File: src/sv/date_difference_in_days_defines.svh
// ----------------------------------------------------------------------------
// date difference assertion macros
// concurrent assertion wrappers, removable with NO_ASSERTIONS
// ----------------------------------------------------------------------------
`ifndef DATE_DIFFERENCE_IN_DAYS_DEFINES_SVH
`define DATE_DIFFERENCE_IN_DAYS_DEFINES_SVH

`ifndef NO_ASSERTIONS
// checked only outside reset
`define DD_ASSERT(lbl, prop, msg) \
  lbl: assert property (@(posedge clk) disable iff (!rst_n) prop) else $error(msg);
// checked on every edge, reset included
`define DD_ASSERT_ALWAYS(lbl, prop, msg) \
  lbl: assert property (@(posedge clk) prop) else $error(msg);
`else
`define DD_ASSERT(lbl, prop, msg)
`define DD_ASSERT_ALWAYS(lbl, prop, msg)
`endif

`endif

File: src/sv/dd_pkg.sv
// ----------------------------------------------------------------------------
// dd_pkg
// shared types and constants of the date difference block
// ----------------------------------------------------------------------------
package dd_pkg;

  localparam int DAYNUM_W  = 22;  // day number of one date, max 3652493
  localparam int DIFF_W    = 23;
  localparam int YEAR_W    = 14;
  localparam int MID_DEPTH = 2;
  localparam int OUT_DEPTH = 2;

  typedef struct packed {
    logic [31:0] first_date_bcd;
    logic [31:0] second_date_bcd;
  } dd_in_t;

  typedef struct packed {
    logic signed [DIFF_W-1:0] day_difference;
    logic                     bad_input;
  } dd_out_t;

  // one decoded date
  typedef struct packed {
    logic [6:0]       day;
    logic [3:0]       month_idx;  // month minus one
    logic [3:0][3:0]  year_bcd;   // thousands digit first
  } dd_date_t;

  // classified item handed from front to back
  typedef struct packed {
    dd_date_t [1:0] date;       // index 1 is the first date
    logic           bad;
  } dd_item_t;

  // days before the first of each month in a common year
  function automatic logic [8:0] month_start(logic [3:0] idx);
    logic [8:0] d;
    case (idx)
      4'd0:    d = 9'd0;
      4'd1:    d = 9'd31;
      4'd2:    d = 9'd59;
      4'd3:    d = 9'd90;
      4'd4:    d = 9'd120;
      4'd5:    d = 9'd151;
      4'd6:    d = 9'd181;
      4'd7:    d = 9'd212;
      4'd8:    d = 9'd243;
      4'd9:    d = 9'd273;
      4'd10:   d = 9'd304;
      4'd11:   d = 9'd334;
      default: d = 9'd0;
    endcase
    return d;
  endfunction

endpackage

File: src/sv/date_difference_in_days.sv
// ----------------------------------------------------------------------------
// date_difference_in_days
// signed day count between two bcd dates (ddmmyyyy), first minus second
// ----------------------------------------------------------------------------
//  channel  | ports                       | direction
//  ---------+-----------------------------+----------
//  input    | push, full, in_data         | in
//  result   | pop, empty, out_data        | out
//
//  one transfer per cycle sustained on both sides while the result side keeps popping
//  after its input transfer a result passes the middle queue, year stage,
//  day-number stage and output queue before it shows on out_data
//  the day-number stage (365 times year plus leap and month terms) sets the path
//  rst_n is synchronous; it empties both queues and the pipeline
//  a stalled output fills the output queue, then the pipeline, then the middle queue
// ----------------------------------------------------------------------------
`include "date_difference_in_days_defines.svh"

module date_difference_in_days import dd_pkg::*; #(
  parameter int MID_QDEPTH = MID_DEPTH,  // front-to-back queue entries, at least 2
  parameter int OUT_QDEPTH = OUT_DEPTH   // result queue entries, at least 2
) (
  input  logic    clk,
  input  logic    rst_n,
  // input channel
  input  logic    push,
  output logic    full,
  input  dd_in_t  in_data,
  // result channel
  input  logic    pop,
  output logic    empty,
  output dd_out_t out_data
);

  // one above the largest day count of one date, bounds the difference
  localparam int DIFF_SPAN = 3652494;

  // front to back
  logic     mid_push, mid_full, mid_pop, mid_empty;
  dd_item_t mid_wr, mid_rd;

  // back to output queue
  logic     res_push, res_full;
  dd_out_t  res_item;

  // head of the result queue, for the checks below
  logic                     head_bad;
  logic signed [DIFF_W-1:0] head_diff;
  logic                     diff_in_span;

  // decode and classify each transfer
  dd_front u_front (
    .push    (push),
    .full    (full),
    .in_data (in_data),
    .q_push  (mid_push),
    .q_full  (mid_full),
    .q_item  (mid_wr)
  );

  // decouples the front from back-pressure in the pipeline
  dd_fifo #(
    .DEPTH (MID_QDEPTH),
    .T     (dd_item_t)
  ) u_mid_q (
    .clk     (clk),
    .rst_n   (rst_n),
    .wr_en   (mid_push),
    .wr_data (mid_wr),
    .full    (mid_full),
    .rd_en   (mid_pop),
    .rd_data (mid_rd),
    .empty   (mid_empty)
  );

  // day numbers of both dates and their difference
  dd_back u_back (
    .clk     (clk),
    .rst_n   (rst_n),
    .q_empty (mid_empty),
    .q_item  (mid_rd),
    .q_pop   (mid_pop),
    .o_full  (res_full),
    .o_push  (res_push),
    .o_item  (res_item)
  );

  // result queue, head drives the output ports
  dd_fifo #(
    .DEPTH (OUT_QDEPTH),
    .T     (dd_out_t)
  ) u_out_q (
    .clk     (clk),
    .rst_n   (rst_n),
    .wr_en   (res_push),
    .wr_data (res_item),
    .full    (res_full),
    .rd_en   (pop && !empty),
    .rd_data (out_data),
    .empty   (empty)
  );

  assign head_bad     = !empty && out_data.bad_input;
  assign head_diff    = out_data.day_difference;
  assign diff_in_span = (head_diff <= DIFF_SPAN) && (head_diff >= -DIFF_SPAN);

  // both queues come out of reset empty with room
  `DD_ASSERT_ALWAYS(a_reset_clears, !rst_n |=> empty && !full && mid_empty, "reset left data")
  // an accepted item is in the middle queue on the next cycle
  `DD_ASSERT(a_front_lands, mid_push |=> !mid_empty, "accepted item missing from queue")
  // a rejected pair carries a zero difference
  `DD_ASSERT(a_bad_zero, head_bad |-> head_diff == '0, "bad input with nonzero difference")
  // difference stays within the span of four-digit years
  `DD_ASSERT(a_diff_range, !empty |-> diff_in_span, "difference out of range")

endmodule

File: src/sv/dd_fifo.sv
// ----------------------------------------------------------------------------
// dd_fifo
// small register queue, head shown while not empty
// ----------------------------------------------------------------------------
module dd_fifo import dd_pkg::*; #(
  parameter int  DEPTH = MID_DEPTH,  // at least 2
  parameter type T     = dd_item_t
) (
  input  logic clk,
  input  logic rst_n,
  input  logic wr_en,
  input  T     wr_data,
  output logic full,
  input  logic rd_en,
  output T     rd_data,
  output logic empty
);

  localparam int PW = $clog2(DEPTH);
  localparam int CW = $clog2(DEPTH + 1);

  T              mem_r [DEPTH];
  logic [PW-1:0] wr_ptr_r, wr_ptr_nxt;
  logic [PW-1:0] rd_ptr_r, rd_ptr_nxt;
  logic [CW-1:0] cnt_r, cnt_nxt;

  always_comb begin
    wr_ptr_nxt = wr_ptr_r;
    rd_ptr_nxt = rd_ptr_r;
    cnt_nxt    = cnt_r;
    if (wr_en) begin
      wr_ptr_nxt = (wr_ptr_r == PW'(DEPTH - 1)) ? '0 : wr_ptr_r + PW'(1);
    end
    if (rd_en) begin
      rd_ptr_nxt = (rd_ptr_r == PW'(DEPTH - 1)) ? '0 : rd_ptr_r + PW'(1);
    end
    if (wr_en && !rd_en) begin
      cnt_nxt = cnt_r + CW'(1);
    end else if (rd_en && !wr_en) begin
      cnt_nxt = cnt_r - CW'(1);
    end
  end

  always_ff @(posedge clk) begin
    if (!rst_n) begin
      wr_ptr_r <= '0;
      rd_ptr_r <= '0;
      cnt_r    <= '0;
    end else begin
      wr_ptr_r <= wr_ptr_nxt;
      rd_ptr_r <= rd_ptr_nxt;
      cnt_r    <= cnt_nxt;
    end
  end

  always_ff @(posedge clk) begin
    if (wr_en) begin
      mem_r[wr_ptr_r] <= wr_data;
    end
  end

  assign rd_data = mem_r[rd_ptr_r];
  assign full    = (cnt_r == CW'(DEPTH));
  assign empty   = (cnt_r == '0);

endmodule

File: src/sv/dd_front.sv
// ----------------------------------------------------------------------------
// dd_front
// input side: takes a date pair, decodes digits, flags bad dates
// ----------------------------------------------------------------------------
module dd_front import dd_pkg::*; (
  input  logic     push,
  output logic     full,
  input  dd_in_t   in_data,
  output logic     q_push,
  input  logic     q_full,
  output dd_item_t q_item
);

  function automatic logic date_ok(logic [31:0] bcd);
    logic       nib_ok;
    logic [6:0] mval;
    nib_ok = 1'b1;
    for (int i = 0; i < 8; i++) begin
      if (bcd[4*i +: 4] > 4'd9) begin
        nib_ok = 1'b0;
      end
    end
    mval = 7'(bcd[23:20]) * 7'd10 + 7'(bcd[19:16]);
    return nib_ok && (mval >= 7'd1) && (mval <= 7'd12);
  endfunction

  function automatic dd_date_t decode(logic [31:0] bcd);
    dd_date_t   d;
    logic [6:0] mval;
    mval        = 7'(bcd[23:20]) * 7'd10 + 7'(bcd[19:16]);
    d.day       = 7'(bcd[31:28]) * 7'd10 + 7'(bcd[27:24]);
    d.month_idx = 4'(mval - 7'd1);
    d.year_bcd  = bcd[15:0];
    return d;
  endfunction

  assign full   = q_full;
  assign q_push = push && !q_full;

  always_comb begin
    q_item.date[1] = decode(in_data.first_date_bcd);
    q_item.date[0] = decode(in_data.second_date_bcd);
    q_item.bad     = !(date_ok(in_data.first_date_bcd) && date_ok(in_data.second_date_bcd));
  end

endmodule

File: src/sv/dd_back.sv
// ----------------------------------------------------------------------------
// dd_back
// two-stage day-number pipeline and final subtraction
// ----------------------------------------------------------------------------
module dd_back import dd_pkg::*; (
  input  logic     clk,
  input  logic     rst_n,
  input  logic     q_empty,
  input  dd_item_t q_item,
  output logic     q_pop,
  input  logic     o_full,
  output logic     o_push,
  output dd_out_t  o_item
);

  typedef struct packed {
    logic [YEAR_W-1:0] year;
    logic [6:0]        cent_prev;  // (year-1)/100 for year above zero
    logic              leap;
    logic [3:0]        month_idx;
    logic [6:0]        day;
  } dd_yinfo_t;

  logic                      va_r, vb_r;
  dd_yinfo_t [1:0]           sa_r, sa_nxt;
  logic                      bad_a_r, bad_b_r;
  logic [1:0][DAYNUM_W-1:0]  dn_r, dn_nxt;
  logic                      adv_a, adv_b;
  logic signed [DIFF_W-1:0]  diff;

  // stall chain from the output queue back
  assign adv_b  = !vb_r || !o_full;
  assign adv_a  = !va_r || adv_b;
  assign q_pop  = !q_empty && adv_a;
  assign o_push = vb_r && !o_full;

  // stage a: binary year, century and leap flag
  always_comb begin
    logic [6:0] cent;
    logic [6:0] lo;
    logic       lo_zero;
    for (int k = 0; k < 2; k++) begin
      cent    = 7'(q_item.date[k].year_bcd[3]) * 7'd10 + 7'(q_item.date[k].year_bcd[2]);
      lo      = 7'(q_item.date[k].year_bcd[1]) * 7'd10 + 7'(q_item.date[k].year_bcd[0]);
      lo_zero = (lo == 7'd0);
      sa_nxt[k].year      = YEAR_W'(cent) * YEAR_W'(100) + YEAR_W'(lo);
      sa_nxt[k].cent_prev = lo_zero ? cent - 7'd1 : cent;
      sa_nxt[k].leap      = lo_zero ? (cent[1:0] == 2'd0) : (lo[1:0] == 2'd0);
      sa_nxt[k].month_idx = q_item.date[k].month_idx;
      sa_nxt[k].day       = q_item.date[k].day;
    end
  end

  // stage b: day number from 1 january of year zero
  always_comb begin
    logic [11:0] leaps;
    logic [11:0] quarter;
    for (int k = 0; k < 2; k++) begin
      quarter = 12'((sa_r[k].year - YEAR_W'(1)) >> 2);
      if (sa_r[k].year == '0) begin
        leaps = '0;
      end else begin
        leaps = quarter - 12'(sa_r[k].cent_prev) + 12'(sa_r[k].cent_prev >> 2) + 12'd1;
      end
      dn_nxt[k] = DAYNUM_W'(sa_r[k].year) * DAYNUM_W'(365) + DAYNUM_W'(leaps)
                + DAYNUM_W'(month_start(sa_r[k].month_idx)) + DAYNUM_W'(sa_r[k].day)
                + DAYNUM_W'(sa_r[k].leap && (sa_r[k].month_idx >= 4'd2));
    end
  end

  always_ff @(posedge clk) begin
    if (!rst_n) begin
      va_r <= 1'b0;
      vb_r <= 1'b0;
    end else begin
      if (adv_a) begin
        va_r <= q_pop;
      end
      if (adv_b) begin
        vb_r <= va_r;
      end
    end
  end

  always_ff @(posedge clk) begin
    if (q_pop) begin
      sa_r    <= sa_nxt;
      bad_a_r <= q_item.bad;
    end
    if (va_r && adv_b) begin
      dn_r    <= dn_nxt;
      bad_b_r <= bad_a_r;
    end
  end

  assign diff = $signed({1'b0, dn_r[1]}) - $signed({1'b0, dn_r[0]});

  always_comb begin
    o_item.bad_input      = bad_b_r;
    o_item.day_difference = bad_b_r ? '0 : diff;
  end

endmodule

File: config.mk
export PLATFORM = sky130hd
export DESIGN_NAME = date_difference_in_days
export DESIGN_NICKNAME = d
export VERILOG_FILES = /design/src/sv/dd_pkg.sv /design/src/sv/date_difference_in_days.sv /design/src/sv/dd_fifo.sv /design/src/sv/dd_front.sv /design/src/sv/dd_back.sv
export VERILOG_INCLUDE_DIRS = /design/src /design/src/sv
export SDC_FILE = /design/constraint.sdc
export NUM_CORES = 1
export LEC_CHECK = 0
export ABC_AREA = 1
export BUFFER_PORTS_ARGS = -buffer_cell sky130_fd_sc_hd__buf_2
export CAP_MARGIN = 20
export CELL_PAD_IN_SITES_DETAIL_PLACEMENT = 0
export CELL_PAD_IN_SITES_GLOBAL_PLACEMENT = 1
export CORE_MARGIN = 1.5
export CORE_UTILIZATION = 45
export CTS_CLUSTER_DIAMETER = 80
export DETAILED_ROUTE_END_ITERATION = 6
export MAX_ROUTING_LAYER = met4
export PLACE_DENSITY = 0.75
export SYNTH_ARGS = -nofsm -noshare
export SYNTH_HDL_FRONTEND = slang
export SYNTH_HIERARCHICAL = 1
export SYNTH_SLANG_ARGS = --single-unit
File: constraint.sdc
create_clock -name clk -period 5.35 [get_ports clk]
set_clock_uncertainty 0.1 [all_clocks]
set_input_delay 0.2675 -clock clk [delete_from_list [all_inputs] [get_ports clk]]
set_output_delay 0.2675 -clock clk [all_outputs]
set_load 0.02 [all_outputs]
### Yosys cells after proc, flatten, opt, wreduce, memory -nomap -nowiden

Memories as Yosys holds them, arrays and structs flattened. A register that Yosys moved wholly into a read port is not among the register bits.
Cells that the tools add are included.

| operators by class | value |
|---|---|
| equality and inequality tests | 2 |
| magnitude comparators | 22 |
| muxes and demuxes | 41 |
| divide/modulo/power cells | 0 |
| add/subtract/negate cells | 39 |
| reduce and logical (&&, ||, !) cells | 41 |
| shift-type cells | 0 |
| bitwise operators | 0 |
| $mul | 12 |

Operators by type and width:

| kind | number |
|---|---|
| $gt 4x4->1 const B | 16 |
| $add 7x4->7 | 8 |
| $mul 4x3->6 const B | 8 |
| $add 22x1->22 | 2 |
| $add 22x12->22 | 2 |
| $add 22x7->22 | 2 |
| $add 22x9->22 | 2 |
| $mul 14x9->22 const B | 2 |
| $mux 1 | 30 |
| $add 14x7->14 | 2 |
| $logic_not 14->1 | 2 |
| $sub 14x1->14 const B | 2 |
| $add 12x1->12 const B | 2 |
| $add 12x5->12 | 2 |
| $mul 7x5->12 const B | 2 |
| $mux 12 | 2 |
| $sub 12x7->12 | 2 |
| $mux 23 | 1 |
| $sub 22x22->23 | 1 |
| $logic_and 1x1->1 | 16 |
| $ge 7x1->1 const B | 2 |
| $le 7x4->1 const B | 2 |
| $logic_not 7->1 | 2 |
| $mux 7 | 2 |
| other kinds (13) | 43 |

| word-level totals | value |
|---|---|
| logic and storage cells | 183 |
| bits in registers | 122 |
| output and inout bits | 26 |
| memories kept | 4 |
| memory bits (read-only) | 288 |
| input port bits | 68 |
| memory bits (writable) | 158 |
| latch bits | 0 |

Memories:

| memory | words | width | rd ports | clocked after Yosys merged registers in | wr ports | RTL line | text |
|---|---|---|---|---|---|---|---|
| (no name shown) | 16 | 9 | 1 | 1 | 0 | dd_pkg.sv:39 | `case (idx)` |
| (no name shown) | 16 | 9 | 1 | 1 | 0 | dd_pkg.sv:39 |  |
| u_mid_q.mem_r | 2 | 55 | 1 | 1 | 1 | dd_fifo.sv:22 | `T mem_r [DEPTH];` |
| u_out_q.mem_r | 2 | 24 | 1 | 1 | 1 | dd_fifo.sv:22 |  |

### Depth between registers and ports, before layout

Gate-level depths: netlist of run 1.

| depth | value |
|---|---|
| depth in word-level cells | 13 |
| depth in mapped cells | 37 |
| depth with buffers taken out | 37 |

### By module

The synthesis of run 1 kept the hierarchy.

Modules (own cells, without submodules):

| module | sequential area each (um^2) | instances | cells each | area an instance (um^2) |
|---|---|---|---|---|
| dd_back | 3,763.6 | 1 | 2,408 | 18,724.2 |
| dd_fifo (u_mid_q) | 3,403.3 | 1 | 206 | 4,449.3 |
| dd_fifo (u_out_q) | 1,541.5 | 1 | 110 | 2,065.7 |
| dd_front | 0.0 | 1 | 218 | 1,490.2 |
| date_difference_in_days | 0.0 | 1 | 2 | 10.0 |

### Worst setup path before layout of run 1

OpenSTA, ideal clock, no wires.

| path | value |
|---|---|
| kind | reg-to-reg |
| from | register u_back/sa_r[52] (netlist bit) |
| to | register u_back/dn_r[37] (netlist bit), data pin |
| data arrival time | 5.511 ns |
| path buffers | 0 |
| period minus slack after synthesis | 5.864 ns |
| setup time | 0.252 ns |
| required time | 4.998 ns |
| stages on the path, launching flop included | 34 |
| path slack | -0.514 ns |
| cells stage by stage | edfxtp_1 -> nor2_4 -> nand2_4 -> nor2_1 -> inv_1 -> nand2_1 -> inv_1 -> fa_1 -> inv_1 -> ha_1 -> inv_1 -> nor2_1 -> nand2_1 -> nand2_1 -> nand2_1 -> nand2_1 -> o21ai_0 -> a21oi_1 -> fa_1 -> inv_1 -> fa_1 -> inv_1 -> fa_1 -> inv_1 -> fa_1 -> inv_1 -> ha_1 -> a21oi_1 -> o21ai_0 -> o21bai_1 -> nand2_1 -> nand2_1 -> nand2_1 -> nand2_1 |

RTL lines:

| what | RTL line | text |
|---|---|---|
| start, declared | dd_back.sv:25 | `dd_yinfo_t [1:0] sa_r, sa_nxt;` |
| start signal, assigned | dd_back.sv:87 | `sa_r <= sa_nxt;` |
| end signal, assigned | dd_back.sv:91 | `dn_r <= dn_nxt;` |
| end, declared | dd_back.sv:27 | `logic [1:0][DAYNUM_W-1:0] dn_r, dn_nxt;` |

==> run_results.csv, run 1 <==
group,metric,value,unit
sta,grt_setup_unrepaired,"yes",
synthesis,synth.largest_area_cell,"edfxtp_1",
detailed_routing,routed_via_density,4.802,
global_route,grt_max_degree,56,
global_route,track_usage,20.19,%
placement,post-place-ws,-520.2,ps
setup_path,r2r_cells,25,
clock_network,cts_tree,"done",
setup_path,path_class,"reg -> reg",
detailed_routing,dr.first_iter.drc_count,843,
placement,dpl_cell_area,0.02932,mm^2
floorplan,num_rows,89,
global_route,antenna_found_initial,1,
detailed_routing,ant_nets,0,
sta,slew_viol_final,0,
synthesis,synth_common_cells,"nand2_1 (658), inv_1 (605), ha_1 (332), edfxtp_1 (270), nor2_1 (206)",
global_route,grt_pass1_wl,96630,um
sta,finalSetupViolCount,34,
detailed_routing,vias,19610,
placement,gp_routability_congestion,0.9152,
setup_path,worst_ep_required_time,5550,ps
synthesis,synth_top_area_share,30.32,%
sta,worstMarginPinSlew,927.5,ps
floorplan,core,0.05891,mm^2
sta,min_period,5827,ps
layout,stdcell_area,0.03203,mm^2
synthesis,syn_inst,2944,
setup_path,crit_cells,25,
clock_network,clk_pin_slew,60,ps
global_route,grt_pass1_vias,20160,
floorplan,die_h,246.8,um
sta,setup_ws,-476.5,ps
global_route,grt_overflow,0,
floorplan,dieArea,0.06089,mm^2
layout,fin_nets,3851,
synthesis,ys_seq_area_share,32.57,%
synthesis,synth.most_common_cell,"nand2_1",
detailed_routing,dr.pass1.iters,5,
clock_network,clk_latency,550,ps
clock_network,clockBufferDepth,3,
clock_network,clock_sinks,300,
synthesis,syn_area,0.02674,mm^2
clock_network,cts-root-buf,"clkbuf_16",
synthesis,ys_top_cells_by_area,"edfxtp_1 (30%), ha_1 (16%), fa_1 (13%), nand2_1 (9.2%), inv_1 (8.5%)",
detailed_routing,wl_per_cell,14.27,um
sta,fmax,171.6,MHz
floorplan,initial_core_util,45.39,%
setup_path,cp_top_family,"adder cells",
setup_path,crit_slowest_cell,"fa_2",
setup_path,crit_path_start_kind,"register",
clock_network,cts_buffers,37,
synthesis,synth-seq-cells,300,
detailed_routing,routed_wl,58280,um
setup_path,cp.arrival,6020,ps
floorplan,fp.dieW,246.8,um
placement,io_buffers,93,
placement,hpwl,47800,um
synthesis,synth_cell_types,47,
setup_path,end_kind,"register",
sta,period_share,108.9,%
synthesis,avgSynthCellArea,9.083,um^2
sta,hold_viol_final,0,
synthesis,ys_warn_count,6,
sta,max_slew_margin,38.10,%
synthesis,ys_async_sr_fraction,0,%
floorplan,ios,94,
clock_network,htree_levels,2,
layout,syn_to_final_growth,19.78,%
synthesis,syn_nets,3515,
status,violations,"setup timing",
synthesis,synth_ff_type,"edfxtp_1",
hold_path,min_path_type,"in -> reg",
flow_run,max_cap_violations,0,
layout,nFillCells,5258,
setup_path,critical_path.max_stage_delay,540,ps
hold_path,worstHoldPathCells,5,
setup_path,crit_fanout,6,
synthesis,synth-edff-count,270,
setup_path,crit_path_frequent_cell,"fa_1",
layout,drive_gt1_share,20.61,%
detailed_routing,drc_errors,0,
setup_path,worst-path-buf-inv,5,
status,status,"finished, violations left",
routing by layer:
metal / track usage [%] / vias up / wire length (um)
met1: 24.82 / 9169 / 26570
li1: - / 10100 / -
met2: 35.65 / 263 / 28980
met4: 4.501 / 0 / 1005
met3: 2.214 / 71 / 1729
met5: - / - / 0
final cells by class:
class | count | area [um^2] | area share (%)
Multi-Input combinational cell | 1982 | 16310 | 50.94
Sequential cell | 300 | 8712 | 27.20
Timing Repair Buffer | 344 | 2557 | 7.985
Inverter | 615 | 2311 | 7.215
Clock buffer | 44 | 973.4 | 3.039
Tap cell | 773 | 967.2 | 3.020
Clock inverter | 24 | 191.4 | 0.5977
Antenna cell | 1 | 2.502 | 0.007813
flip-flops by register name, summed over array words and instances, names as in the netlist, named ones only:
signal / flops
u_back/bad_a_r: 1
u_back/bad_b_r: 1
u_out_q/rd_ptr_r: 1
u_out_q/wr_ptr_r: 1
u_out_q/cnt_r: 2
u_mid_q/wr_ptr_r: 1
u_mid_q/rd_ptr_r: 1
u_back/vb_r: 1
u_back/sa_r: 66
u_back/va_r: 1
u_back/dn_r: 44
u_mid_q/mem_r: 110
u_mid_q/cnt_r: 2
u_out_q/mem_r: 48
metrics by stage:
| stage | util, % | std cells | hold WS [ps] | TNS (ps) |
|---|---|---|---|---|
| finish | 54.37 | 4083 | 55.15 | -11880 |
| global route | 54.37 | 4083 | 63.91 | -21090 |
| CTS | 53.21 | 4060 | 25.49 | -9815 |
| detailed placement | 49.77 | 3941 | 360.6 | -13940 |
| global placement | 49.75 | 3940 | 357.0 | -11620 |
| floorplan | - | 2944 | 288.3 | -4959 |
worst paths after layout:
kind	from	slack (ps)	end
worst max-delay path	u_back/sa_r[19]	-480	u_back/dn_r[9]
worst min-delay path	pop	60	u_out_q/rd_ptr_r
worst max register to register	u_back/sa_r[19]	-480	u_back/dn_r[9]
worst min register to register	u_back/bad_a_r	380	u_back/bad_b_r
cell families after synthesis:
group,after synthesis,share of synthesized area (%)
mux,79,4.310
buf+inv,662,10.31
fa+ha+maj,503,28.34
flops,300,32.57
simple gates,1081,16.88
compound gates,230,4.684
xor+xnor,89,2.915
cell usage in the layout, fill, tap and decap left out, types with 52 or more instances in the layout:
cell	count
a21oi_1	82
nand3_1	99
nor2_1	176
buf_4	183
inv_1	584
buf_2	93
fa_1	166
edfxtp_1	270
nand2_1	610
mux2_4	70
xor2_1	52
ha_1	304
what timing repair did:
| action | 4_1_cts | 5_1_grt |
|---|---|---|
| buffers inserted | 11 | 23 |
| pin swaps | 49 | 65 |
| hold buffers | 41 | 0 |
| hold endpoints to repair | 84 | 0 |
| resized for setup | 88 | 130 |
| endpoints found under the setup margin | 34 | 39 |
worst reg2reg max path, delay by kind of cell, from the launching register on:
| family | cells | cell delay (ps) |
|---|---|---|
| compound gates | 4 | 610 |
| buf+inv | 5 | 490 |
| flops | 1 | 420 |
| simple gates | 8 | 870 |
| xor+xnor | 1 | 130 |
| fa+ha+maj | 7 | 2960 |
Power of run 1 is left out: the tool's default activity adds up to more than one toggle a clock period on the data nets, which glitch-free logic cannot reach.
==> inputs of run 2 (changes only) <==
CORE_UTILIZATION = 35   (was 45)
PLACE_DENSITY = 0.6   (was 0.75)
==> run 2 against run 1 <==
Against the previous run:
- the flow still finishes with violations (setup timing)
- via count fell by 1.1%
- wire length is 4.6% higher
- cell count is 5.3% higher
- register-to-register slack hardly changed
- sequential share of layout area is 0.50 points lower
- utilization shrank 11 points
- worst setup slack better by 5.4 ps
- critical endpoint is now u_back/dn_r[17]
- largest cell class unchanged
==> run_results.csv, run 2 (same netlist as run 1, synthesis figures left out) <==
group,metric,value,unit
setup_path,crit_fanout,4,
floorplan,num_rows,101,
setup_path,critical_path.max_stage_delay,550,ps
detailed_routing,drc_errors,0,
clock_network,clock_sinks,300,
sta,period_share,108.8,%
sta,hold_viol_final,0,
layout,layout_common_cells,"nand2_1 (613), inv_1 (569), ha_1 (307)",
setup_path,worst_ep_required_time,5560,ps
clock_network,htree_levels,2,
floorplan,die_h,279.4,um
status,violations,"setup timing",
clock_network,cts-root-buf,"clkbuf_16",
flow_run,max_cap_violations,0,
sta,max_slew_margin,37.15,%
detailed_routing,routed_via_density,4.510,
hold_path,min_path_type,"in -> reg",
global_route,antenna_found_initial,0,
detailed_routing,dr.first_iter.drc_count,654,
setup_path,path_class,"reg -> reg",
layout,fin_nets,3861,
layout,final_common_cell,"nand2_1",
setup_path,crit_slowest_cell,"fa_2",
clock_network,cts_tree,"done",
detailed_routing,ant_nets,0,
layout,largest_registers,"u_mid_q/mem_r x110, u_back/sa_r x66, u_out_q/mem_r x48",
placement,gp_routability_congestion,0.8391,
sta,slew_viol_final,0,
layout,stdcell_area,0.03263,mm^2
clock_network,clk_latency,570,ps
detailed_routing,vias,19400,
global_route,grt_pass1_wl,99990,um
global_route,grt_max_degree,46,
floorplan,initial_core_util,35.27,%
placement,dpl_cell_area,0.02961,mm^2
layout,nFillCells,7475,
floorplan,core,0.07582,mm^2
global_route,grt_pass1_vias,20190,
placement,io_buffers,93,
clock_network,clockBufferDepth,3,
sta,finalSetupViolCount,34,
sta,setup_ws,-471.2,ps
setup_path,crit_path_start_kind,"register",
global_route,track_usage,16.33,%
setup_path,cp.arrival,6030,ps
detailed_routing,routed_wl,60940,um
placement,hpwl,50750,um
sta,grt_setup_unrepaired,"yes",
detailed_routing,dr.pass1.iters,7,
sta,min_period,5821,ps
sta,fmax,171.8,MHz
sta,worstMarginPinSlew,941.7,ps
layout,syn_to_final_growth,22.04,%
detailed_routing,wl_per_cell,14.17,um
clock_network,cts_buffers,42,
layout,regMostFlops,"u_mid_q/mem_r",
setup_path,end_kind,"register",
status,status,"finished, violations left",
global_route,grt_overflow,0,
floorplan,ios,94,
clock_network,clk_pin_slew,60,ps
floorplan,fp.dieW,279.4,um
setup_path,crit_path_frequent_cell,"nand2_1",
layout,drive_gt1_share,21.13,%
floorplan,dieArea,0.07806,mm^2
layout,antenna_cells,0,
layout,largest_register_ffs,110,
run 2: final cells by class:
| class | instances | area (um^2) | area share (%) |
|---|---|---|---|
| clock inverter | 27 | 409.1 | 1.254 |
| tap | 978 | 1224 | 3.750 |
| clock buffer | 50 | 1112 | 3.408 |
| timing repair buffer | 349 | 2582 | 7.914 |
| multi-input combinational | 1982 | 16280 | 49.90 |
| sequential | 300 | 8712 | 26.70 |
| inverter | 615 | 2311 | 7.082 |
run 2: through the flow:
step                      TNS (ps)  hold WS, ps  std cells  worst slack [ps]  utilization, %
after global routing        -21670        139.5       4301            -777.8           43.04
after floorplan              -4959        288.3       2944            -261.9               -
final                       -11390        133.7       4301            -471.2           43.04
after CTS                   -12820        88.81       4287            -507.2           42.34
after global placement      -13460        354.2       4152            -534.3           39.06
after detailed placement    -14620        342.1       4152            -578.9           39.06
run 2: repair_timing:
action                                  4_1_cts  5_1_grt
cloned                                        0        0
buffers inserted                             15       17
hold buffers                                 43        0
pin swaps                                    69       98
resized for setup                           114      109
endpoints found under the setup margin       35       40
hold endpoints to repair                     85        0
run 2: layer usage:
metal	share of wire, %	vias to the layer above	track usage [%]
met4	2.1	0	4.338
met1	47	8973	20.41
met5	0	-	-
li1	-	10110	-
met2	48	251	28.08
met3	2.5	70	1.793
run 2: final timing paths:
| kind | start | end | slack (ps) | depth (start not counted) |
|---|---|---|---|---|
| worst max-delay path | u_back/sa_r[19] | u_back/dn_r[17] | -470 | 29 |
| worst min-delay path | in_data[31] | u_mid_q/mem_r[0][27] | 130 | 3 |
| worst max register to register | u_back/sa_r[19] | u_back/dn_r[17] | -470 | 29 |
| worst min register to register | u_back/bad_a_r | u_back/bad_b_r | 360 | 0 |
run 2: worst max-delay path, delay by kind of cell (launching register included):
kind / cells / cell delay, ps
AND/OR/NAND/NOR: 10 / 810
buffers and inverters: 5 / 250
AO/OA/AOI/OAI: 6 / 790
adder cells (fa/ha/maj): 7 / 3010
flip-flops: 1 / 430
XOR/XNOR: 1 / 190
Power of run 2 is left out for the same reason.
==> inputs of run 3 (changes only) <==
GPL_TIMING_DRIVEN = 0   (was not set)
==> run 3 against run 2 <==
Against the previous run:
- the run still ends with setup timing left
- global-route usage down 0.25 points
- flip-flop and latch count unchanged
- utilization down 1.3 points
- worst hold slack worse by 100 ps
- count of clock-buffer cells in the layout down 6
- die area unchanged
- highest routed layer unchanged
==> run_results.csv, run 3 (same netlist as run 1, synthesis figures left out) <==
group,metric,value,unit
setup_path,cp_top_family,"adder cells",
setup_path,worst-path-buf-inv,9,
global_route,grt_pass1_vias,19910,
clock_network,cts_buffers,39,
sta,period_share,110.3,%
layout,instances_no_fill,4175,
sta,worstMarginPinSlew,945.1,ps
setup_path,critical_path.max_stage_delay,530,ps
global_route,grt_max_degree,77,
clock_network,clock_sinks,300,
clock_network,clk_pin_slew,60,ps
global_route,track_usage,16.08,%
sta,grt_setup_unrepaired,"yes",
placement,gp_routability_congestion,0.8714,
setup_path,cp.arrival,6090,ps
sta,setup_ws,-549.5,ps
setup_path,crit_fanout,6,
status,violations,"setup timing",
setup_path,end_kind,"register",
detailed_routing,dr.pass1.iters,5,
setup_path,worst_ep_required_time,5540,ps
clock_network,cts_tree,"done",
detailed_routing,vias,19050,
global_route,grt_overflow,0,
floorplan,num_rows,101,
setup_path,crit_slowest_cell,"fa_2",
layout,regMostFlops,"u_mid_q/mem_r",
placement,hpwl,49970,um
clock_network,htree_levels,2,
sta,hold_viol_final,0,
placement,dpl_cell_area,0.02872,mm^2
floorplan,die_h,279.4,um
clock_network,clk_latency,550,ps
floorplan,core,0.07582,mm^2
placement,io_buffers,83,
sta,finalSetupViolCount,34,
setup_path,crit_path_start_kind,"register",
detailed_routing,dr.first_iter.drc_count,691,
sta,slew_viol_final,0,
layout,fin_nets,3739,
layout,drive_gt1_share,17.74,%
detailed_routing,drc_errors,0,
sta,min_period,5899,ps
layout,antenna_cells,0,
detailed_routing,routed_wl,60170,um
layout,largest_register_ffs,110,
detailed_routing,routed_via_density,4.562,
layout,layout_common_cells,"nand2_1 (612), inv_1 (579), ha_1 (308)",
layout,syn_to_final_growth,18.38,%
detailed_routing,wl_per_cell,14.41,um
hold_path,min_path_type,"in -> reg",
setup_path,path_class,"reg -> reg",
global_route,antenna_found_initial,0,
floorplan,fp.dieW,279.4,um
floorplan,ios,94,
status,status,"finished, violations left",
clock_network,cts-root-buf,"clkbuf_16",
clock_network,clockBufferDepth,3,
sta,max_slew_margin,36.92,%
flow_run,max_cap_violations,0,
layout,largest_registers,"u_mid_q/mem_r x110, u_back/sa_r x66, u_out_q/mem_r x48",
layout,final_common_cell,"nand2_1",
layout,stdcell_area,0.03165,mm^2
floorplan,initial_core_util,35.27,%
detailed_routing,ant_nets,0,
setup_path,crit_path_frequent_cell,"inv_2",
global_route,grt_pass1_wl,98760,um
placement,placed_cells,4009,
floorplan,dieArea,0.07806,mm^2
sta,fmax,169.5,MHz
run 3: metrics by stage:
stage / TNS (ps) / hold WS [ps] / util [%] / setup slack [ps]
5_1_grt: -24720 / 11.61 / 41.75 / -830.2
6_report: -15080 / 29.55 / 41.75 / -549.5
3_5_place_dp: -27200 / 352.2 / 37.88 / -1021
4_1_cts: -13890 / 1.576 / 41.01 / -522.4
3_3_place_gp: -26460 / 345.2 / 37.73 / -1000
2_1_floorplan: -4959 / 288.3 / - / -261.9
run 3: timing repair:
item,in CTS,in global routing
setup endpoints to repair,38,44
pin swaps,41,66
buffers inserted,35,24
hold buffers,38,0
hold endpoints to repair,80,0
resized for setup,95,110
run 3: routing by layer:
metal | vias to the layer above | track usage (%) | wire, um
met3 | 56 | 1.685 | 1288
met5 | - | - | 0
met4 | 0 | 3.701 | 1086
met2 | 198 | 28.12 | 29490
met1 | 8941 | 19.97 | 28300
li1 | 9851 | - | -
run 3: worst paths after layout:
check / depth (start not counted) / to / from / slack (ps)
max: 32 / u_back/dn_r[33] / u_back/sa_r[53] / -550
min: 2 / u_mid_q/mem_r[1][22] / in_data[25] / 30
max reg2reg: 32 / u_back/dn_r[33] / u_back/sa_r[53] / -550
min reg2reg: 0 / u_back/bad_b_r / u_back/bad_a_r / 370
run 3: cell type report:
| type | instances | area (um^2) |
|---|---|---|
| Buffer | 47 | 456.7 |
| Clock buffer | 44 | 994.7 |
| Clock inverter | 26 | 331.6 |
| Fill cell | 7540 | 44170 |
| Inverter | 615 | 2316 |
| Multi-Input combinational cell | 1982 | 16260 |
| Sequential cell | 300 | 8708 |
| Tap cell | 978 | 1224 |
| Timing Repair Buffer | 183 | 1360 |
Power of run 3 is left out for the same reason.
